===== src/rtl/core/bbe_pkg.sv =====
// Shared types and constants for the Bellman backup engine.
// Used by the controller, the datapath and the top level; depends on nothing.
`default_nettype none

package bbe_pkg;

  // Field widths of one transition beat and of one result beat
  localparam int STATE_W  = 10;
  localparam int ACTION_W = 8;
  localparam int PROB_W   = 17;
  localparam int VALUE_W  = 32;
  localparam int DISC_W   = 17;

  // Packed stream widths; the tdata widths are padded to whole bytes
  localparam int IN_TDATA_W  = 80;
  localparam int IN_TUSER_W  = 2;
  localparam int OUT_TDATA_W = 56;

  // Arithmetic widths: discount product, reward sum, term and accumulator
  localparam int DV_W   = 49;
  localparam int SUM_W  = 34;
  localparam int TERM_W = 35;
  localparam int ACC_W  = 64;

  localparam logic [DISC_W-1:0] DISC_RESET = 17'd58982;

  // Controller states
  typedef enum logic [2:0] {
    ST_CLEAR,
    ST_IDLE,
    ST_MUL_DV,
    ST_MUL_TERM,
    ST_ACC,
    ST_CLOSE
  } bbe_state_t;

  // Commands from the controller to the datapath
  typedef struct packed {
    logic clr_we;
    logic capture;
    logic mul_dv;
    logic mul_term;
    logic acc;
    logic close;
  } bbe_cmd_t;

  // Status from the datapath to the controller
  typedef struct packed {
    logic clear_last;
    logic closing;
    logic last_action;
    logic out_busy;
  } bbe_sts_t;

endpackage

`default_nettype wire


===== src/rtl/core/bbe_ctrl.sv =====
// Controller state machine of the Bellman backup engine.
// Depends on bbe_pkg; drives the datapath through bbe_cmd_t.
`default_nettype none

module bbe_ctrl (
  input  wire logic             clk,
  input  wire logic             rst_n,
  input  wire logic             in_tvalid,
  output logic                  in_tready,
  input  wire bbe_pkg::bbe_sts_t sts,
  output bbe_pkg::bbe_cmd_t     cmd
);
  import bbe_pkg::*;

  bbe_state_t state_r;
  bbe_state_t state_nxt;

  // Advance the state
  always_ff @(posedge clk) begin
    if (!rst_n) begin
      state_r <= ST_CLEAR;
    end else begin
      state_r <= state_nxt;
    end
  end

  // Next state
  always_comb begin
    state_nxt = state_r;
    case (state_r)
      ST_CLEAR: begin
        if (sts.clear_last) state_nxt = ST_IDLE;
      end
      ST_IDLE: begin
        if (in_tvalid) state_nxt = ST_MUL_DV;
      end
      ST_MUL_DV:   state_nxt = ST_MUL_TERM;
      ST_MUL_TERM: state_nxt = ST_ACC;
      ST_ACC: begin
        state_nxt = sts.closing ? ST_CLOSE : ST_IDLE;
      end
      ST_CLOSE: begin
        // hold while a result must go out and the output slot is taken
        if (!(sts.last_action && sts.out_busy)) state_nxt = ST_IDLE;
      end
      default: state_nxt = ST_CLEAR;
    endcase
  end

  // Outputs
  always_comb begin
    cmd       = '0;
    in_tready = 1'b0;
    case (state_r)
      ST_CLEAR: cmd.clr_we = 1'b1;
      ST_IDLE: begin
        in_tready   = 1'b1;
        cmd.capture = in_tvalid;
      end
      ST_MUL_DV:   cmd.mul_dv   = 1'b1;
      ST_MUL_TERM: cmd.mul_term = 1'b1;
      ST_ACC:      cmd.acc      = 1'b1;
      ST_CLOSE:    cmd.close    = !(sts.last_action && sts.out_busy);
      default: begin
        cmd       = '0;
        in_tready = 1'b0;
      end
    endcase
  end

endmodule

`default_nettype wire


===== config.mk =====
export PLATFORM = sky130hd
export DESIGN_NAME = bbe_ctrl
export DESIGN_NICKNAME = d
export VERILOG_FILES = /design/src/rtl/core/bbe_pkg.sv /design/src/rtl/core/bbe_ctrl.sv
export SDC_FILE = /design/constraint.sdc
export NUM_CORES = 1
export LEC_CHECK = 0
export BUFFER_PORTS_ARGS = -buffer_cell sky130_fd_sc_hd__buf_2
export CAP_MARGIN = 20
export CORE_AREA = 2 2 39 41
export DETAILED_ROUTE_END_ITERATION = 8
export DIE_AREA = 0 0 41 43
export GPL_TIMING_DRIVEN = 0
export PLACE_DENSITY = 0.47
export SYNTH_ARGS = -nofsm -noshare
export SYNTH_HDL_FRONTEND = slang
export SYNTH_SLANG_ARGS = --single-unit

===== constraint.sdc =====
create_clock -name clk -period 1.11 [get_ports clk]
set_input_delay 0.0555 -clock clk [delete_from_list [all_inputs] [get_ports clk]]
set_output_delay 0.0555 -clock clk [all_outputs]
set_load 0.01 [all_outputs]

==> impl_results.md <==
- Status: finished with violations
- Failing checks: setup timing
- Hold Crit Start: rst_n
- FF-to-FF setup slack: 170 ps
- Final period util: 104%
- Hold slack: 61.3 ps
- Final Instance Count excl. Fillers: 59
- Overflow left after global routing: 0
- P per Cell Area: 1140 mW/mm^2
- Dpl hpwl: 398 um
- Initial antenna violation count: 0
- Ports: 14
- Synth Area in Adders: 0%
- Final wirelength: 555 um
- Die Y: 43 um
- Number of global-route vias before repair: 223
- FF-to-FF path depth: 3
- Clock skew: 2.18 ps
- Largest registers: state_r x3
- Number of remaining DRC errors: 0
- Hold Violations, Final: 0
- Initial Util: 15.0%
- Inserted Clock Buffers: 3
- Global-route wire length before repair: 869 um
- Syn Nets: 32
- Place WS: 42.1 ps
- Synthesized area per cell: 8.31 um^2
- Setup CP Type: reg2out
- Die area: 0.00176 mm^2
- Area delta synth->final: 70.5%
- CTS H-tree lvls: 1
- Post-synthesis compound-gate area fraction: 25.9%
- CTS Sinks: 3
- Internal power: 0.297 mW
- Ant. Diodes: 0
- Seq/Total Area, Yosys: 28.9%
- Leak: 0.165 nW
- Max Clk Rate: 0.869 GHz
- CTS tree: yes
- Worst slew margin: 88.8%
- Clock share of power: 46.4%
- PortBufs: 13
- Worst reg2reg endpoint: state_r[2]
- Vias/cell: 4.03
- Post-synthesis mux area share: 0%
- Placer congestion estimate: 0.598
- Worst Path Max Fanout: 4
- Antenna viol nets, final: 0
- Reg power frac: 30.8%
- # setup viols final: 2
- WHS Endpoint: state_r[2]
- HP Class: in2reg
- Pin count of the biggest net entering global routing: 10
- CP startpoint kind: flip-flop
- Max-slew violation count: 0
- Core area: 0.00138 mm^2
- Post-DR wirelength/cell: 9.41 um
- TNS Setup: -79.5 ps
- Reg2reg start: state_r[1]
- Worst slew pin tran: 167 ps
- Row cnt: 14
- NetSw: 0.108 mW
- Layout cell share with drive strength beyond 1: 67.4%
- Crit end category: output pin
- Xor and xnor area share after synthesis: 0%
- Netlist cell types: 19
- Ys Warns: 0
- Hold depth: 2
- Largest family of logic cells by synthesized area: simple AND/OR/NAND/NOR gates
- Final min period: 1150 ps
- Skew-Pair Late Insertion Delay: 230 ps
- Maximum VDD drop: 0.387 mV
- Finished Cell Area: 354 um^2
- Simple-gate share of the synthesized area: 43.4%
- Yosys reg bits: 3
- Mapped Cells: 25
- Root Driver: clkbuf_4
- Worst Path Arrival: 1100 ps
- Max-cap violation count: 0
- Crit path from: state_r[1]
- Gate power share: 22.8%
- Switching Fraction: 26.7%
- Placed Cells: 54
- DR pass1 iterations: 2
- 1st-iter DRT viols: 2
- Synth Cell Area: 208 um^2
- Most flop-heavy register: state_r
- Largest register FFs: 3
- Gr usage total: 7.62%
- Required time of the critical path: 1050 ps
- Die X-Extent: 41 um
- Placed cell area: 293 um^2
- Clock buffer depth: 2
- RSZ-0062 raised after global routing: true
- Worst setup margin: -40.5 ps
- Final nets: 51
- Clock transition at the registers of the reported paths: 40 ps
- DR vias: 238
[final cells by class]
type	instances	area, um^2
Inverter	1	3.75
Tap cell	16	20.0
Clock buffer	4	26.3
Multi-Input combinational cell	21	160
Fill cell	175	1030
Sequential cell	3	71.3
Timing Repair Buffer	14	72.6
[layout by cell type, fill, tap and decap left out, drive strengths merged, types with 2 or more instances in the layout]
master	count
and2	2
clkbuf	4
dfxtp	3
buf	14
nand2b	2
and2b	2
and3	2
a21oi	2
nor3	2
[per-stage QoR]
stage	util [%]	power, mW
global placement	21.2	0.212
detailed placement	21.2	0.214
global route	25.6	0.438
CTS	24.1	0.419
finish	25.6	0.405
floorplan	-	0.178
[cells by family after synthesis]
kind of cell,after synthesis
simple gates,14
compound gates,7
flops,3
buf+inv,1
[worst max-delay path, stage by stage, from the launching register on]
cell and delay, ps:
dfxtp_4 330, and2b_4 260, and3_1 150, buf_2 120
[power groups by stage]
stage | clock network (mW) | registers, mW | logic (mW)
floorplan | 0 | 0.127 | 0.0511
global placement | 0 | 0.131 | 0.0812
detailed placement | 0 | 0.132 | 0.0821
CTS | 0.203 | 0.126 | 0.0902
global route | 0.207 | 0.127 | 0.105
finish | 0.188 | 0.125 | 0.0924
[worst max-delay path by stage]
stage	to	slack, ps	cells past startpoint
after global placement	cmd[4]	60	3
final	cmd[4]	-40	3
after detailed placement	cmd[4]	40	3
after CTS	cmd[0]	-70	4
after floorplan	state_r[2]	180	3
after global routing	cmd[4]	-100	3
[synthesized netlist by cell type (all sizes together)]
cell,n,area [um^2]
and3,2,12.5
and2,2,12.5
nand2,1,3.75
a211oi,1,12.5
dfxtp,3,60.1
and2b,2,17.5
o21ai,1,5.00
a21oi,2,13.8
o21a,1,7.51
nor2,1,3.75
a21boi,1,7.51
a21o,1,7.51
inv,1,3.75
nor3b,1,12.5
nand2b,2,12.5
nand3,1,5.00
nor3,2,10.0
[routing by layer]
metal  share of wire (%)  vias to the layer above  global-route usage (%)
met5                   0                        -                       0
met4                   0                        0                    8.00
met3                 7.4                        0                    1.57
met2                  48                        8                    10.0
met1                  44                      106                    9.27
li1                    -                      124                       -
[repair_timing]
action,in CTS,in global routing
hold buffers,0,0
setup endpoints to repair,6,6
pin swaps,1,0
gates resized for setup,4,6
buffers inserted,1,0
(Power assumes the default switching activity.)
